File: src/rtl/dfat_pkg.sv
package dfat_pkg;

  // Message layout
  localparam logic [3:0] HDR_LEN   = 4'd12;
  localparam logic [7:0] PTR_MASK  = 8'hC0;
  localparam logic [7:0] LABEL_MAX = 8'd63;
  localparam logic [2:0] FIELD_LEN = 3'd4;
  localparam logic [3:0] ANS_MIN   = 4'd10;

  // Configuration port
  localparam int unsigned   CFG_ADDR_W     = 3;
  localparam int unsigned   CFG_DATA_W     = 32;
  localparam logic [31:0]   FALLBACK_RESET = 32'd60;
  // Register index sits in paddr[2]; byte lanes below it are ignored
  localparam logic          REG_FALLBACK   = 1'b0;

  typedef struct packed {
    logic [31:0] ttl;
    logic        used_fallback;
  } dfat_result_t;

endpackage

File: src/rtl/dns_first_answer_ttl_extractor.sv
// DNS first-answer TTL extractor.
// Input channel (in_valid/in_ready): one message byte per word, in_last_byte
// set on the final byte. The block walks header, question and answer name and
// captures the first answer's TTL. Every message yields exactly one result
// word (out_valid/out_ready) on its final byte: out_ttl with
// out_used_fallback clear, or the fallback TTL with out_used_fallback set
// when the message is malformed, truncated or has too short an answer.
// Throughput: one byte per cycle while no final byte waits on a held result;
// each byte passes an input register, a small state update and, for the
// final byte, the result register, which drives out_valid once loaded.
// Stall: a held result blocks only the next final byte; ordinary bytes keep
// flowing, and in_ready drops only once a final byte waits behind the result.
// Reset (rst_n, synchronous): parse state and both valid flags clear, the
// fallback TTL returns to 60. The fallback register sits at byte address 0
// of the cfg_ port and should be written only while no message is in flight.
module dns_first_answer_ttl_extractor
  import dfat_pkg::*;
(
  input  logic                  clk,
  input  logic                  rst_n,
  input  logic                  in_valid,
  output logic                  in_ready,
  input  logic [7:0]            in_data_byte,
  input  logic                  in_last_byte,
  output logic                  out_valid,
  input  logic                  out_ready,
  output logic [31:0]           out_ttl,
  output logic                  out_used_fallback,
  input  logic                  cfg_psel,
  input  logic                  cfg_penable,
  input  logic                  cfg_pwrite,
  input  logic [CFG_ADDR_W-1:0] cfg_paddr,
  input  logic [CFG_DATA_W-1:0] cfg_pwdata,
  output logic [CFG_DATA_W-1:0] cfg_prdata,
  output logic                  cfg_pready
);

  logic [31:0]  fallback_ttl;
  logic         res_valid;
  logic         res_ready;
  dfat_result_t res;
  dfat_result_t out_res;

  dfat_cfg u_cfg (
    .clk          (clk),
    .rst_n        (rst_n),
    .psel         (cfg_psel),
    .penable      (cfg_penable),
    .pwrite       (cfg_pwrite),
    .paddr        (cfg_paddr),
    .pwdata       (cfg_pwdata),
    .prdata       (cfg_prdata),
    .pready       (cfg_pready),
    .fallback_ttl (fallback_ttl)
  );

  dfat_parser u_parser (
    .clk          (clk),
    .rst_n        (rst_n),
    .in_valid     (in_valid),
    .in_ready     (in_ready),
    .in_byte      (in_data_byte),
    .in_last      (in_last_byte),
    .fallback_ttl (fallback_ttl),
    .res_valid    (res_valid),
    .res_ready    (res_ready),
    .res          (res)
  );

  dfat_out_reg u_out (
    .clk       (clk),
    .rst_n     (rst_n),
    .res_valid (res_valid),
    .res_ready (res_ready),
    .res       (res),
    .out_valid (out_valid),
    .out_ready (out_ready),
    .out_res   (out_res)
  );

  assign out_ttl           = out_res.ttl;
  assign out_used_fallback = out_res.used_fallback;

endmodule

File: src/rtl/dfat_cfg.sv
module dfat_cfg
  import dfat_pkg::*;
(
  input  logic                  clk,
  input  logic                  rst_n,
  input  logic                  psel,
  input  logic                  penable,
  input  logic                  pwrite,
  input  logic [CFG_ADDR_W-1:0] paddr,
  input  logic [CFG_DATA_W-1:0] pwdata,
  output logic [CFG_DATA_W-1:0] prdata,
  output logic                  pready,
  output logic [31:0]           fallback_ttl
);

  logic [31:0] fallback_r;
  logic        hit;

  assign hit          = (paddr[2] == REG_FALLBACK);
  assign pready       = 1'b1;
  assign prdata       = hit ? fallback_r : '0;
  assign fallback_ttl = fallback_r;

  always_ff @(posedge clk) begin
    if (!rst_n) begin
      fallback_r <= FALLBACK_RESET;
    end else if (psel && penable && pwrite && hit) begin
      fallback_r <= pwdata;
    end
  end

endmodule

File: src/rtl/dfat_parser.sv
module dfat_parser
  import dfat_pkg::*;
(
  input  logic         clk,
  input  logic         rst_n,
  input  logic         in_valid,
  output logic         in_ready,
  input  logic [7:0]   in_byte,
  input  logic         in_last,
  input  logic [31:0]  fallback_ttl,
  output logic         res_valid,
  input  logic         res_ready,
  output dfat_result_t res
);

  typedef enum logic [3:0] {
    PH_HEADER, PH_QLEN, PH_QLABEL, PH_QPTR, PH_QFIXED, PH_AFIRST,
    PH_ALEN, PH_ALABEL, PH_APTR, PH_ATYPECLASS, PH_TTL, PH_DONE
  } phase_t;

  // Input register
  logic        s1_valid_r;
  logic [7:0]  s1_byte_r;
  logic        s1_last_r;
  logic        consume;

  // Parse state
  phase_t      phase_r, phase_nxt;
  logic [3:0]  hdr_cnt_r, hdr_cnt_nxt;
  logic [5:0]  label_left_r, label_left_nxt;
  logic [2:0]  field_left_r, field_left_nxt;
  logic [3:0]  aq_cnt_r, aq_cnt_nxt;
  logic [31:0] ttl_shift_r, ttl_shift_nxt;
  logic        failed_r, failed_nxt;
  logic        ok;

  assign consume   = s1_valid_r && (!s1_last_r || res_ready);
  assign in_ready  = !s1_valid_r || consume;
  assign res_valid = s1_valid_r && s1_last_r;

  always_comb begin
    phase_nxt      = phase_r;
    hdr_cnt_nxt    = hdr_cnt_r;
    label_left_nxt = label_left_r;
    field_left_nxt = field_left_r;
    aq_cnt_nxt     = aq_cnt_r;
    ttl_shift_nxt  = ttl_shift_r;
    failed_nxt     = failed_r;

    if (!failed_r) begin
      if ((phase_r inside {[PH_AFIRST:PH_DONE]}) && (aq_cnt_r < ANS_MIN)) begin
        aq_cnt_nxt = aq_cnt_r + 4'd1;
      end
      case (phase_r)
        PH_HEADER: begin
          hdr_cnt_nxt = hdr_cnt_r + 4'd1;
          if (hdr_cnt_nxt >= HDR_LEN) begin
            phase_nxt = PH_QLEN;
          end
        end
        PH_QLEN: begin
          if ((s1_byte_r & PTR_MASK) == PTR_MASK) begin
            phase_nxt = PH_QPTR;
          end else if (s1_byte_r == 8'd0) begin
            phase_nxt      = PH_QFIXED;
            field_left_nxt = FIELD_LEN;
          end else if (s1_byte_r > LABEL_MAX) begin
            failed_nxt = 1'b1;
          end else begin
            label_left_nxt = s1_byte_r[5:0];
            phase_nxt      = PH_QLABEL;
          end
        end
        PH_QLABEL: begin
          label_left_nxt = label_left_r - 6'd1;
          if (label_left_nxt == 6'd0) begin
            phase_nxt = PH_QLEN;
          end
        end
        PH_QPTR: begin
          phase_nxt      = PH_QFIXED;
          field_left_nxt = FIELD_LEN;
        end
        PH_QFIXED: begin
          field_left_nxt = field_left_r - 3'd1;
          if (field_left_nxt == 3'd0) begin
            phase_nxt = PH_AFIRST;
          end
        end
        PH_AFIRST, PH_ALEN: begin
          // Pointer form is only legal as the first byte of the answer name
          if ((phase_r == PH_AFIRST) && ((s1_byte_r & PTR_MASK) == PTR_MASK)) begin
            phase_nxt = PH_APTR;
          end else if (s1_byte_r == 8'd0) begin
            phase_nxt      = PH_ATYPECLASS;
            field_left_nxt = FIELD_LEN;
          end else if (s1_byte_r > LABEL_MAX) begin
            failed_nxt = 1'b1;
          end else begin
            label_left_nxt = s1_byte_r[5:0];
            phase_nxt      = PH_ALABEL;
          end
        end
        PH_ALABEL: begin
          label_left_nxt = label_left_r - 6'd1;
          if (label_left_nxt == 6'd0) begin
            phase_nxt = PH_ALEN;
          end
        end
        PH_APTR: begin
          phase_nxt      = PH_ATYPECLASS;
          field_left_nxt = FIELD_LEN;
        end
        PH_ATYPECLASS: begin
          field_left_nxt = field_left_r - 3'd1;
          if (field_left_nxt == 3'd0) begin
            phase_nxt      = PH_TTL;
            field_left_nxt = FIELD_LEN;
            ttl_shift_nxt  = '0;
          end
        end
        PH_TTL: begin
          ttl_shift_nxt  = {ttl_shift_r[23:0], s1_byte_r};
          field_left_nxt = field_left_r - 3'd1;
          if (field_left_nxt == 3'd0) begin
            phase_nxt = PH_DONE;
          end
        end
        PH_DONE: begin
          // trailing bytes are ignored
        end
        default: begin
          failed_nxt = 1'b1;
        end
      endcase
    end
  end

  assign ok = !failed_nxt && (phase_nxt == PH_DONE) && (aq_cnt_nxt >= ANS_MIN);
  assign res.ttl           = ok ? ttl_shift_nxt : fallback_ttl;
  assign res.used_fallback = !ok;

  always_ff @(posedge clk) begin
    if (!rst_n) begin
      s1_valid_r <= 1'b0;
    end else if (in_ready) begin
      s1_valid_r <= in_valid;
    end
    if (in_valid && in_ready) begin
      s1_byte_r <= in_byte;
      s1_last_r <= in_last;
    end
  end

  always_ff @(posedge clk) begin
    if (!rst_n || (consume && s1_last_r)) begin
      phase_r      <= PH_HEADER;
      hdr_cnt_r    <= '0;
      label_left_r <= '0;
      field_left_r <= '0;
      aq_cnt_r     <= '0;
      ttl_shift_r  <= '0;
      failed_r     <= 1'b0;
    end else if (consume) begin
      phase_r      <= phase_nxt;
      hdr_cnt_r    <= hdr_cnt_nxt;
      label_left_r <= label_left_nxt;
      field_left_r <= field_left_nxt;
      aq_cnt_r     <= aq_cnt_nxt;
      ttl_shift_r  <= ttl_shift_nxt;
      failed_r     <= failed_nxt;
    end
  end

endmodule

File: src/rtl/dfat_out_reg.sv
module dfat_out_reg
  import dfat_pkg::*;
(
  input  logic         clk,
  input  logic         rst_n,
  input  logic         res_valid,
  output logic         res_ready,
  input  dfat_result_t res,
  output logic         out_valid,
  input  logic         out_ready,
  output dfat_result_t out_res
);

  logic         valid_r;
  dfat_result_t res_r;

  assign res_ready = !valid_r || out_ready;
  assign out_valid = valid_r;
  assign out_res   = res_r;

  always_ff @(posedge clk) begin
    if (!rst_n) begin
      valid_r <= 1'b0;
    end else if (res_ready) begin
      valid_r <= res_valid;
    end
    if (res_valid && res_ready) begin
      res_r <= res;
    end
  end

endmodule

File: config.mk
export PLATFORM = sky130hd
export DESIGN_NAME = dns_first_answer_ttl_extractor
export DESIGN_NICKNAME = d
export VERILOG_FILES = /design/src/rtl/dfat_pkg.sv /design/src/rtl/dns_first_answer_ttl_extractor.sv /design/src/rtl/dfat_cfg.sv /design/src/rtl/dfat_parser.sv /design/src/rtl/dfat_out_reg.sv
export SDC_FILE = /design/constraint.sdc
export NUM_CORES = 1
export LEC_CHECK = 0
export BUFFER_PORTS_ARGS = -buffer_cell sky130_fd_sc_hd__buf_2
export CAP_MARGIN = 10
export CORE_MARGIN = 3
export CORE_UTILIZATION = 56
export DETAILED_ROUTE_END_ITERATION = 16
export PLACE_DENSITY = 0.81
export SLEW_MARGIN = 40
export SYNTH_ARGS = -nofsm -noshare
export SYNTH_HDL_FRONTEND = slang
export SYNTH_SLANG_ARGS = --single-unit
File: constraint.sdc
create_clock -name clk -period 4.2 [get_ports clk]
set_clock_uncertainty 0.15 [all_clocks]
set_input_delay 1.26 -clock clk [delete_from_list [all_inputs] [get_ports clk]]
set_output_delay 1.26 -clock clk [all_outputs]
set_load 0.03 [all_outputs]
; Yosys cells after proc, flatten, opt, wreduce, memory -nomap -nowiden
; Index checks and enable logic that the tools add are counted.
[op_classes]
muxes = 37
magnitude_cmp = 6
eq_ne = 15
reduce_logical = 37
bitwise = 2
addsub = 4
[op_table]
columns = cell, n
row1 = two-way mux 32 bit, 4
row2 = one-hot mux 32 bit (2 select lines), 1
row3 = two-way mux 4 bit, 15
row4 = one-hot mux 4 bit (10 select lines), 1
row5 = two-way mux 6 bit, 4
row6 = "== test 4 bit, second input constant", 5
row7 = one-hot mux 6 bit (3 select lines), 1
row8 = "== test 4 x 3 -> 1 bit, second input constant", 4
row9 = one-hot mux 3 bit (5 select lines), 1
row10 = logical AND 1 bit, 13
row11 = two-way mux 3 bit, 4
row12 = AND reduction 5 bit, 2
row13 = OR reduction 9 bit, 1
row14 = "adder 4 x 1 -> 4 bit, second input constant", 2
row15 = "== test 4 x 2 -> 1 bit, second input constant", 2
row16 = ">= comparator 4 bit, second input constant", 2
row17 = "greater-than comparator 8 x 6 -> 1 bit, second input constant", 1
row18 = logical NOT 8 bit, 1
row19 = OR reduction 2 bit, 4
row20 = logical NOT 1 bit, 6
row21 = logical NOT 6 bit, 1
row22 = "subtractor 6 x 1 -> 6 bit, second input constant", 1
row23 = two-way mux 1 bit, 5
row24 = nonzero test 5 bit, 1
row25 = other kinds (14), 19
[totals]
elab_cells = 115
register_bits = 130
in_bits = 51
output_inout_bits = 68

; Depth between registers and ports, before layout
; Gate-level depths: netlist (run 1).
[depth]
depth_word = 10
depth_mapped = 9

; By module
; A second synthesis (run 1) with hierarchy kept.
[unflattened]
hier_cells = 683
hier_area_um2 = 6483.7
[by_module_without_submodules]
columns = module, area_each_um2, cells_each, seq_area_each_um2, instances
row1 = dfat_parser, 3877.5, 468, 1371.3, 1
row2 = dfat_cfg, 1557.7, 177, 640.6, 1
row3 = dfat_out_reg, 1048.5, 38, 1011.0, 1

; Least setup slack after synthesis (run 1)
; No wires, ideal clock.
[synth_path]
path_kind = in2out
startpoint = input cfg_paddr[2]
endpoint = output cfg_prdata[10]
setup_slack_ns = 0.779
cell_stages = 3
t_required_ns = 2.790
n_path_buf = 2
t_arrival_ns = 2.011
cell_sequence = clkbuf_1 > clkbuf_1 > nor2_1
[synth_via]
elab_chain_cells = 1
[synth_rtl]
columns = element, line
row1 = from (decl), dns_first_answer_ttl_extractor.sv:32  ; input logic [CFG_ADDR_W-1:0] cfg_paddr,
row2 = two-way mux 32 bit, dfat_cfg.sv:21  ; assign prdata = hit ? fallback_r : '0;
row3 = to (decl), dns_first_answer_ttl_extractor.sv:34  ; output logic [CFG_DATA_W-1:0] cfg_prdata,
; Every way passes these cells.

; Worst setup path in the final report (run 1)
[layout_path]
startpoint = input out_ready
endpoint = output in_ready
[layout_via]
elab_chain_cells = 4
[layout_rtl]
columns = element, line
row1 = from (decl), dns_first_answer_ttl_extractor.sv:26  ; input logic out_ready,
row2 = logical OR 1 bit, dfat_out_reg.sv:17  ; assign res_ready = !valid_r || out_ready;
row3 = logical OR 1 bit, dfat_parser.sv:37  ; assign consume = s1_valid_r && (!s1_last_r || res_ready);
row4 = logical AND 1 bit, dfat_parser.sv:37
row5 = logical OR 1 bit, dfat_parser.sv:38  ; assign in_ready = !s1_valid_r || consume;
row6 = to (decl), dns_first_answer_ttl_extractor.sv:22  ; output logic in_ready,
; Every way passes these cells.

==> results of run 1 <==
-- worst paths after layout --
| check | depth (start not counted) | slack (ps) | to |
|---|---|---|---|
| worst max register to register | 7 | 1090 | u_out.out_res[23] |
| worst min-delay path | 2 | 310 | u_parser.field_left_r[1] |
| worst max-delay path | 4 | 420 | in_ready |
| worst min register to register | 2 | 310 | u_parser.field_left_r[1] |
-- power groups by stage --
stage	Clock, W	Sequential (W)	Combinational, W
finish	0.00137	0.00138	0.000253
global route	0.00144	0.00139	0.000279
detailed placement	0	0.00141	0.000247
floorplan	0	0.00140	0.000172
CTS	0.00138	0.00138	0.000249
global placement	0	0.00140	0.000234
-- critical path: cells and delay by family --
kind,cells,cell delay [ps]
buffers and inverters,2,330
AND/OR/NAND/NOR,2,780
-- logic make-up (layout without fill, tap and decap cells) --
kind of cell	count (synthesis)	count (layout)	share of synthesized area [%]
xor+xnor	7	7	0.9767
fa+ha+maj	6	6	1.196
other cells	1	1	0.05974
simple gates	239	239	17.68
mux	36	36	5.741
flops	130	130	48.16
compound gates	166	166	19.04
buf+inv	91	200	7.155
-- synth_stat cells (all sizes together), types with 3 or more instances --
master	n	share of area, %
a21oi	19	1.5
dfxtp	88	28
nand2	82	4.9
a211oi	39	4.7
nand3	7	0.76
a21boi	32	3.8
mux2i	36	5.7
nand3b	3	0.36
nand2b	5	0.50
o21ai	15	1.2
a31oi	4	0.50
nor4	7	1.0
xnor2	4	0.56
buf	14	2.1
o21a	3	0.36
o211ai	6	0.72
and2	3	0.32
ha	6	1.2
nor2b	8	0.92
a22oi	32	3.8
nor2	95	5.7
nor3	11	0.88
edfxtp	42	20
xor2	3	0.42
nand4	4	0.50
inv	43	2.6
clkbuf	33	2.3
-- cell type report --
| type | instances | area, µm² | share of cell area, % |
|---|---|---|---|
| Inverter | 43 | 161.4 | 2.172 |
| Clock buffer | 27 | 503.0 | 6.769 |
| Timing Repair Buffer | 125 | 665.6 | 8.958 |
| Sequential cell | 130 | 3023 | 40.68 |
| Clock inverter | 5 | 52.55 | 0.7072 |
| Multi-Input combinational cell | 455 | 2850 | 38.36 |
| Tap cell | 140 | 175.2 | 2.357 |
-- layer usage --
| layer | wire length (µm) | global-route usage, % | vias up |
|---|---|---|---|
| met2 | 7868 | 42.97 | 228 |
| li1 | - | - | 2578 |
| met4 | 434 | 10.54 | 0 |
| met3 | 982 | 5.598 | 34 |
| met1 | 6322 | 30.97 | 2620 |
| met5 | 0 | 0 | - |
-- registers in the layout, indices dropped and copies added (netlist names) --
| signal | count |
|---|---|
| u_out.out_res | 33 |
| u_cfg.fallback_ttl | 32 |
| u_parser.ttl_shift_r | 32 |
| u_parser.s1_byte_r | 8 |
| u_parser.label_left_r | 6 |
| u_parser.aq_cnt_r | 4 |
| u_parser.hdr_cnt_r | 4 |
| u_parser.phase_r | 4 |
| u_parser.field_left_r | 3 |
| u_out.out_valid | 1 |
| u_parser.failed_r | 1 |
| u_parser.s1_last_r | 1 |
| u_parser.s1_valid_r | 1 |
-- per-stage QoR --
stage | instance area, µm² | hold WS (ps)
floorplan | 6277 | 281.9
global placement | 6834 | 289.9
detailed placement | 6854 | 301.9
CTS | 7410 | 308.2
global route | 7431 | 331.1
finish | 7431 | 307.0
==> results.py, run 1 <==
metrics = {
    "sta": {
        "rsz0062_at_grt": "false",
        "finalSetupTns_ps": 0,
        "worstMarginPinSlew_ps": 816.2,
        "setup_ws_ps": 422.7,
        "fin_crit_sh_pct": 89.94,
        "clock.fmax_ghz": 0.2647,
        "setup_viol_count_final": 0,
        "final_hold_viol_count": 0,
        "slew_viol_final": 0,
        "fin_crit_ps": 3777,
        "max_slew_margin_pct": 45.51,
    },
    "placement": {
        "post-place-ws_ps": 499.8,
        "dp_hpwl_mm": 10.69,
        "placed_cells": 892,
        "port_buffers": 115,
        "globalplace.congestion": 0.8868,
    },
    "finish": {
        "final_cells": 925,
        "area_growth_pct": 18.38,
        "fin_nets": 829,
        "mostFrequentLayoutCell": "buf_2",
        "final_cell_mix": "115 x buf_2, 94 x nor2_1, 88 x dfxtp_1, 82 x nand2_1, 42 x edfxtp_1",
        "fill_cells": 843,
        "final_util_pct": 68.25,
        "diodes": 0,
        "drive_gt1_share_pct": 22.04,
    },
    "flow_run": {
        "maxCapViolCount": 0,
    },
    "cts": {
        "clock-root-buffer": "clkbuf_8",
        "cts_buffers": 17,
        "cts_tree": "built",
        "clockBufferDepth": 2,
        "htreeDepth": 4,
        "cts.reportedPaths.clkPinSlew_ps": 60,
        "cts_hold_buf": 0,
        "post_cts_resized": 0,
        "cts_sinks": 130,
        "postCtsSetupBuffers": 0,
        "clkLatencyLatePin_ps": 520,
    },
    "routing": {
        "via_per_inst": 5.903,
        "dr.pass1.iters": 5,
        "wl_per_cell_um": 16.87,
        "drc": 0,
        "vias": 5460,
        "wl_mm": 15.61,
        "initialDrtViolationCount": 438,
        "ant_nets": 0,
    },
    "grt": {
        "antenna_found_initial": 0,
        "grt_pass1_wl_mm": 25.28,
        "grt.total_usage_pct": 25.24,
        "gr-total-overflow": 0,
        "grt_pass1_vias": 5208,
        "grt_max_degree": 44,
    },
    "power": {
        "clock_power_share_pct": 45.6,
        "p_comb_share_pct": 8.4,
        "power_switching_w": 0.0007067,
        "p_leak_nw": 2.782,
        "seqPwrFrac_pct": 46.0,
        "ir_drop_uv": 317.2,
        "intPower_w": 0.002300,
        "switching_share_pct": 23.50,
        "p_per_area_mw_per_mm2": 404.7,
        "power_w": 0.003007,
    },
    "yosys": {
        "ys_warn_count": 0,
        "ys.flop_type": "dfxtp_1",
        "postSynthNetCount": 733,
        "synthesis.area_mm2": 0.006277,
        "synth_edf_count": 42,
        "async_flop_share_pct": 0,
        "ys_ff_latch": 130,
        "postSynthAreaPerCell_um2": 9.286,
        "ys_seq_area_share_pct": 48.16,
        "synth_cell_type_count": 70,
        "syn_inst": 676,
    },
    "critical_path": {
        "startpoint": "out_ready",
        "cp_slowest_stage_delay_ps": 590,
        "crit_arrival_ps": 2370,
        "endpoint_kind": "primary output",
        "cp.required_ps": 2790,
        "critPathMaxFanout": 5,
        "crit_slowest_cell": "nor2b_1",
        "criticalPathCategory": "in2out",
        "crit_path_frequent_cell": "buf_2",
        "startpoint_type": "input pin",
        "r2r-start": "u_parser.phase_r[1]",
        "cp_cell_sequence": "buf_2 -> nor2b_1 -> nand3_1 -> buf_2",
    },
    "floorplan": {
        "die_y_um": 111.9,
        "start_util_pct": 57.65,
        "placement_rows": 38,
        "io_pins": 119,
        "die_w_um": 111.9,
        "dieArea_mm2": 0.01252,
        "core_area_mm2": 0.01089,
    },
    "status": {
        "run_status": "finished clean",
    },
    "min_path": {
        "hold_class": "reg2reg",
        "min_from": "u_parser.field_left_r[1]",
    },
}
(Power assumes the default switching activity.)
==> inputs of run 2 (changes only) <==
Settings changed: REMOVE_ABC_BUFFERS set to 1.
==> run 2 against run 1 <==
Sequential power hardly changed. Final area grew 1.0%. Largest cell class unchanged. Combinational power barely moved. Flip-flop and latch count stayed put. Critical path depth unchanged. Register-to-register slack worse by 60 ps. Fmax is 0.57% higher. First-iteration DRC count grew 36%.
==> results.py, run 2 (synthesized netlist as in run 1, its figures left out) <==
metrics = {
    "finish": {
        "fin_nets": 831,
        "ff_latch_area_mm2": 0.003023,
        "fill_cells": 815,
        "area_growth_pct": 19.57,
        "multi_input_comb_area_mm2": 0.002856,
        "diodes": 0,
        "fin_area_mm2": 0.007506,
        "largest_register_ffs": 33,
        "mostFrequentLayoutCell": "buf_2",
        "final_cell_mix": "115 x buf_2, 94 x nor2_1, 88 x dfxtp_1, 82 x nand2_1, 42 x edfxtp_1",
        "final_cells": 927,
        "drive_gt1_share_pct": 22.74,
    },
    "routing": {
        "drc": 0,
        "vias": 5317,
        "routed-wl-met3_um": 978,
        "wl_mm": 14.75,
        "wl_per_cell_um": 15.91,
        "top_layer": "met4",
        "wl_met2_mm": 7.363,
        "via_per_inst": 5.736,
        "dr.pass1.iters": 6,
        "ant_nets": 0,
        "initialDrtViolationCount": 596,
        "wl_met1_mm": 6.193,
    },
    "grt": {
        "grt_pass1_wl_mm": 24.91,
        "grt.total_usage_pct": 24.00,
        "grt_max_degree": 55,
        "antenna_found_initial": 0,
        "gr-total-overflow": 0,
        "grt_pass1_vias": 5310,
    },
    "floorplan": {
        "placement_rows": 38,
        "core_area_mm2": 0.01089,
        "die_w_um": 111.9,
        "io_pins": 119,
        "die_y_um": 111.9,
        "dieArea_mm2": 0.01252,
        "start_util_pct": 57.65,
    },
    "cts": {
        "clkLatencyLatePin_ps": 510,
        "htreeDepth": 4,
        "clock-root-buffer": "clkbuf_8",
        "clockBufferDepth": 2,
        "cts_buffers": 17,
        "cts_tree": "built",
        "cts_hold_buf": 0,
        "postCtsSetupBuffers": 0,
        "cts_sinks": 130,
        "cts.reportedPaths.clkPinSlew_ps": 60,
        "post_cts_resized": 0,
    },
    "sta": {
        "finalSetupTns_ps": 0,
        "fin_crit_ps": 3756,
        "max_slew_margin_pct": 46.05,
        "clock.fmax_ghz": 0.2662,
        "worstMarginPinSlew_ps": 808.2,
        "final_hold_viol_count": 0,
        "fin_crit_sh_pct": 89.43,
        "rsz0062_at_grt": "false",
        "setup_viol_count_final": 0,
        "slew_viol_final": 0,
    },
    "power": {
        "power_w": 0.003113,
        "ir_drop_uv": 254.8,
        "seqPwrFrac_pct": 44.3,
        "switching_share_pct": 24.61,
        "p_leak_nw": 2.807,
        "p_comb_share_pct": 8.1,
        "power_switching_w": 0.0007662,
        "clock_power_share_pct": 47.6,
        "intPower_w": 0.002347,
        "p_per_area_mw_per_mm2": 414.8,
    },
    "critical_path": {
        "criticalPathCategory": "in2out",
        "startpoint_type": "input pin",
        "endpoint_kind": "primary output",
        "cp.required_ps": 2790,
        "critPathMaxFanout": 5,
        "crit_arrival_ps": 2350,
    },
    "placement": {
        "port_buffers": 115,
        "dp_hpwl_mm": 9.758,
        "placed_cells": 894,
        "globalplace.congestion": 0.8736,
        "dpl-instance-area_mm2": 0.006894,
    },
    "status": {
        "run_status": "finished clean",
    },
    "min_path": {
        "hold_class": "reg2reg",
    },
    "flow_run": {
        "maxCapViolCount": 0,
    },
}
run 2: per-layer routing:
layer / up-vias / GRT usage (%)
met4: 0 / 8.029
met3: 23 / 4.728
li1: 2576 / -
met2: 214 / 40.69
met1: 2504 / 30.85
met5: - / 0
run 2: critical path, cell delays in order:
cell and delay [ps]:
buf_2 110, nor2b_1 570, nand3_1 190, buf_2 220
run 2: power groups by stage:
stage / Sequential (W) / Clock [W] / Combinational, W
5_1_grt: 0.00138 / 0.00157 / 0.000277
4_1_cts: 0.00138 / 0.00150 / 0.000249
6_report: 0.00138 / 0.00148 / 0.000251
2_1_floorplan: 0.00141 / 0 / 0.000151
3_3_place_gp: 0.00140 / 0 / 0.000232
3_5_place_dp: 0.00140 / 0 / 0.000246
run 2: final timing paths:
check / startpoint / end / slack (ps) / cells past startpoint
setup / recovery: out_ready / in_ready / 440 / 4
hold / removal: u_cfg.fallback_ttl[19] / u_cfg.fallback_ttl[19] / 310 / 2
setup reg to reg: u_parser.phase_r[1] / u_out.out_res[10] / 1030 / 7
hold reg to reg: u_cfg.fallback_ttl[19] / u_cfg.fallback_ttl[19] / 310 / 2
run 2: area by class of cell:
type                       count  share of cell area, %
inverter                      43                  2.150
clock inverter                14                  2.384
clock buffer                  18                  5.568
timing repair buffer         127                  9.235
sequential                   130                  40.27
tap                          140                  2.334
multi-input combinational    455                  38.06
run 2: per-stage QoR:
step	util, %	setup slack, ps	hold slack (ps)
2_1_floorplan	-	-307.4	281.9
3_3_place_gp	62.91	539.3	291.7
3_5_place_dp	63.32	441.8	306.7
4_1_cts	68.80	432.3	315.0
5_1_grt	68.94	357.2	332.0
6_report	68.94	443.9	312.7
==> inputs of run 3 (changes only) <==
--- a/config.mk
+++ b/config.mk
@@ -8,4 +8,5 @@
 export BUFFER_PORTS_ARGS = -buffer_cell sky130_fd_sc_hd__buf_2
 export CAP_MARGIN = 10
+export CORE_ASPECT_RATIO = 1.5
 export CORE_MARGIN = 3
 export CORE_UTILIZATION = 56
==> constraint.sdc (replaced) <==
create_clock -name clk -period 4.2 [get_ports clk]
set_clock_uncertainty 0.15 [all_clocks]
set_input_delay 0.84 -clock clk [delete_from_list [all_inputs] [get_ports clk]]
set_output_delay 0.84 -clock clk [all_outputs]
set_load 0.03 [all_outputs]
==> run 3 against run 2 <==
Die area grew 0.21%. Count of clock-buffer cells in the layout grew 3. Routed wire length grew 1.8%. Fmax grew 20%. Non-clock buffer count shrank 2. Clock power grew 4%. Final cell count grew 0.22%. Via count shrank 1.1%.
==> results.py, run 3 (synthesized netlist as in run 1, its figures left out) <==
metrics = {
    "sta": {
        "rsz0062_at_grt": "false",
        "fin_crit_ps": 3131,
        "max_slew_margin_pct": 45.65,
        "setup_viol_count_final": 0,
        "slew_viol_final": 0,
        "final_hold_viol_count": 0,
        "fin_crit_sh_pct": 74.55,
        "clock.fmax_ghz": 0.3194,
        "finalSetupTns_ps": 0,
        "hold_slack_ps": 303.2,
        "worstMarginPinSlew_ps": 814.1,
    },
    "min_path": {
        "hold_class": "reg2reg",
        "min_from": "u_parser.field_left_r[1]",
    },
    "floorplan": {
        "core_area_mm2": 0.01076,
        "placement_rows": 46,
        "dieArea_mm2": 0.01254,
        "die_w_um": 92.45,
        "start_util_pct": 58.32,
        "die_y_um": 135.7,
        "io_pins": 119,
    },
    "grt": {
        "grt_pass1_vias": 5126,
        "grt.total_usage_pct": 24.48,
        "antenna_found_initial": 0,
        "grt_pass1_wl_mm": 24.56,
        "grt_max_degree": 70,
        "gr-total-overflow": 0,
    },
    "power": {
        "clock_power_share_pct": 48.7,
        "seqPwrFrac_pct": 43.6,
        "p_leak_nw": 2.819,
        "power_switching_w": 0.0007166,
        "switching_share_pct": 22.62,
        "ir_drop_uv": 314.6,
        "p_per_area_mw_per_mm2": 423.0,
        "p_comb_share_pct": 7.8,
        "intPower_w": 0.002452,
    },
    "cts": {
        "cts.reportedPaths.clkPinSlew_ps": 50,
        "postCtsSetupBuffers": 0,
        "clock-root-buffer": "clkbuf_16",
        "post_cts_resized": 0,
        "cts_hold_buf": 0,
        "cts_sinks": 130,
        "cts_tree": "built",
        "clockBufferDepth": 2,
        "cts_buffers": 17,
        "clkLatencyLatePin_ps": 410,
        "htreeDepth": 4,
    },
    "routing": {
        "wl_met1_mm": 5.859,
        "vias": 5258,
        "dr.pass1.iters": 5,
        "wl_met2_mm": 8.020,
        "drc": 0,
        "routed-wl-met3_um": 776,
        "wl_mm": 15.01,
        "wl_per_cell_um": 16.16,
        "ant_nets": 0,
        "initialDrtViolationCount": 395,
        "top_layer": "met4",
        "via_per_inst": 5.660,
    },
    "critical_path": {
        "cp.required_ps": 4180,
        "cp_slowest_stage_delay_ps": 520,
        "crit_arrival_ps": 3110,
        "worstPathBufferInverterCount": 2,
        "startpoint_type": "flip-flop",
        "r2r-start": "u_parser.field_left_r[0]",
        "cp_cell_sequence": "inv_1 -> ha_1 -> xnor2_1 -> nand3_1 -> a2111oi_1 -> a211oi_2 -> nor4_4 -> buf_4 -> mux2i_1",
        "criticalPathCategory": "reg2reg",
        "endpoint_kind": "flip-flop",
        "startpoint": "u_parser.field_left_r[0]",
        "crit_slowest_cell": "a2111oi_1",
        "critPathMaxFanout": 33,
        "path_delay_family": "compound AO/OA/AOI/OAI gates",
    },
    "finish": {
        "final_util_pct": 69.60,
        "largest_register_ffs": 33,
        "area_growth_pct": 19.33,
        "fin_nets": 829,
        "fill_cells": 831,
        "diodes": 0,
        "mostFrequentLayoutCell": "buf_2",
        "final_cell_mix": "115 x buf_2, 94 x nor2_1, 88 x dfxtp_1, 82 x nand2_1, 42 x edfxtp_1",
        "multi_input_comb_area_mm2": 0.002849,
        "ff_latch_area_mm2": 0.003023,
        "drive_gt1_share_pct": 22.42,
    },
    "placement": {
        "dp_hpwl_mm": 10.22,
        "globalplace.congestion": 0.8548,
        "port_buffers": 115,
    },
    "flow_run": {
        "maxCapViolCount": 0,
    },
    "status": {
        "run_status": "finished clean",
    },
}
run 3: changes by cell type in the layout (fill, tap and decap cells not counted), sizes merged:
cell / delta
inv: -3
clkbuf: +3
clkinv: +2
bufinv: +1
buf: -2
clkinvlp: -3
run 3: area by class of cell:
| class | count | share of cell area, % |
|---|---|---|
| clock buffers | 21 | 6.147 |
| clock inverters | 11 | 2.121 |
| inverters | 43 | 2.155 |
| multi-input cells | 455 | 38.03 |
| flip-flops and latches | 130 | 40.35 |
| well taps | 144 | 2.405 |
| repair buffers | 125 | 8.786 |
run 3: worst reg2reg max path, delay by kind of cell (launching register included):
family	cells	cell delay [ps]
mux	1	220
flops	1	370
buf+inv	2	560
simple gates	2	370
xor+xnor	1	280
compound gates	2	670
fa+ha+maj	1	230
run 3: power by group through the flow:
stage	sequential [W]	combinational (W)	clock [W]
2_1_floorplan	0.00141	0.000151	0
3_3_place_gp	0.00140	0.000233	0
3_5_place_dp	0.00141	0.000244	0
4_1_cts	0.00138	0.000247	0.00156
5_1_grt	0.00139	0.000272	0.00161
6_report	0.00138	0.000246	0.00154
run 3: per-stage QoR:
step / cell area, µm² / cells / setup slack, ps / total power (W)
floorplan: 5989 / 628 / 112.6 / 0.001557
global placement: 6839 / 895 / 1147 / 0.001636
finish: 7491 / 929 / 1069 / 0.003168
global route: 7491 / 929 / 880.3 / 0.003272
detailed placement: 6872 / 897 / 1112 / 0.001650
CTS: 7491 / 929 / 1077 / 0.003185
run 3: final timing paths:
kind,endpoint,slack (ps),cells past startpoint
worst max-delay path,u_out.out_res[24],1070,9
worst min-delay path,u_parser.field_left_r[1],300,2
worst max register to register,u_out.out_res[24],1070,9
worst min register to register,u_parser.field_left_r[1],300,2
run 3: per-layer routing:
| layer | vias to the layer above | GRT usage [%] |
|---|---|---|
| met5 | - | 0 |
| met4 | 0 | 9.174 |
| met3 | 24 | 5.948 |
| met1 | 2500 | 27.82 |
| met2 | 162 | 44.05 |
| li1 | 2572 | - |
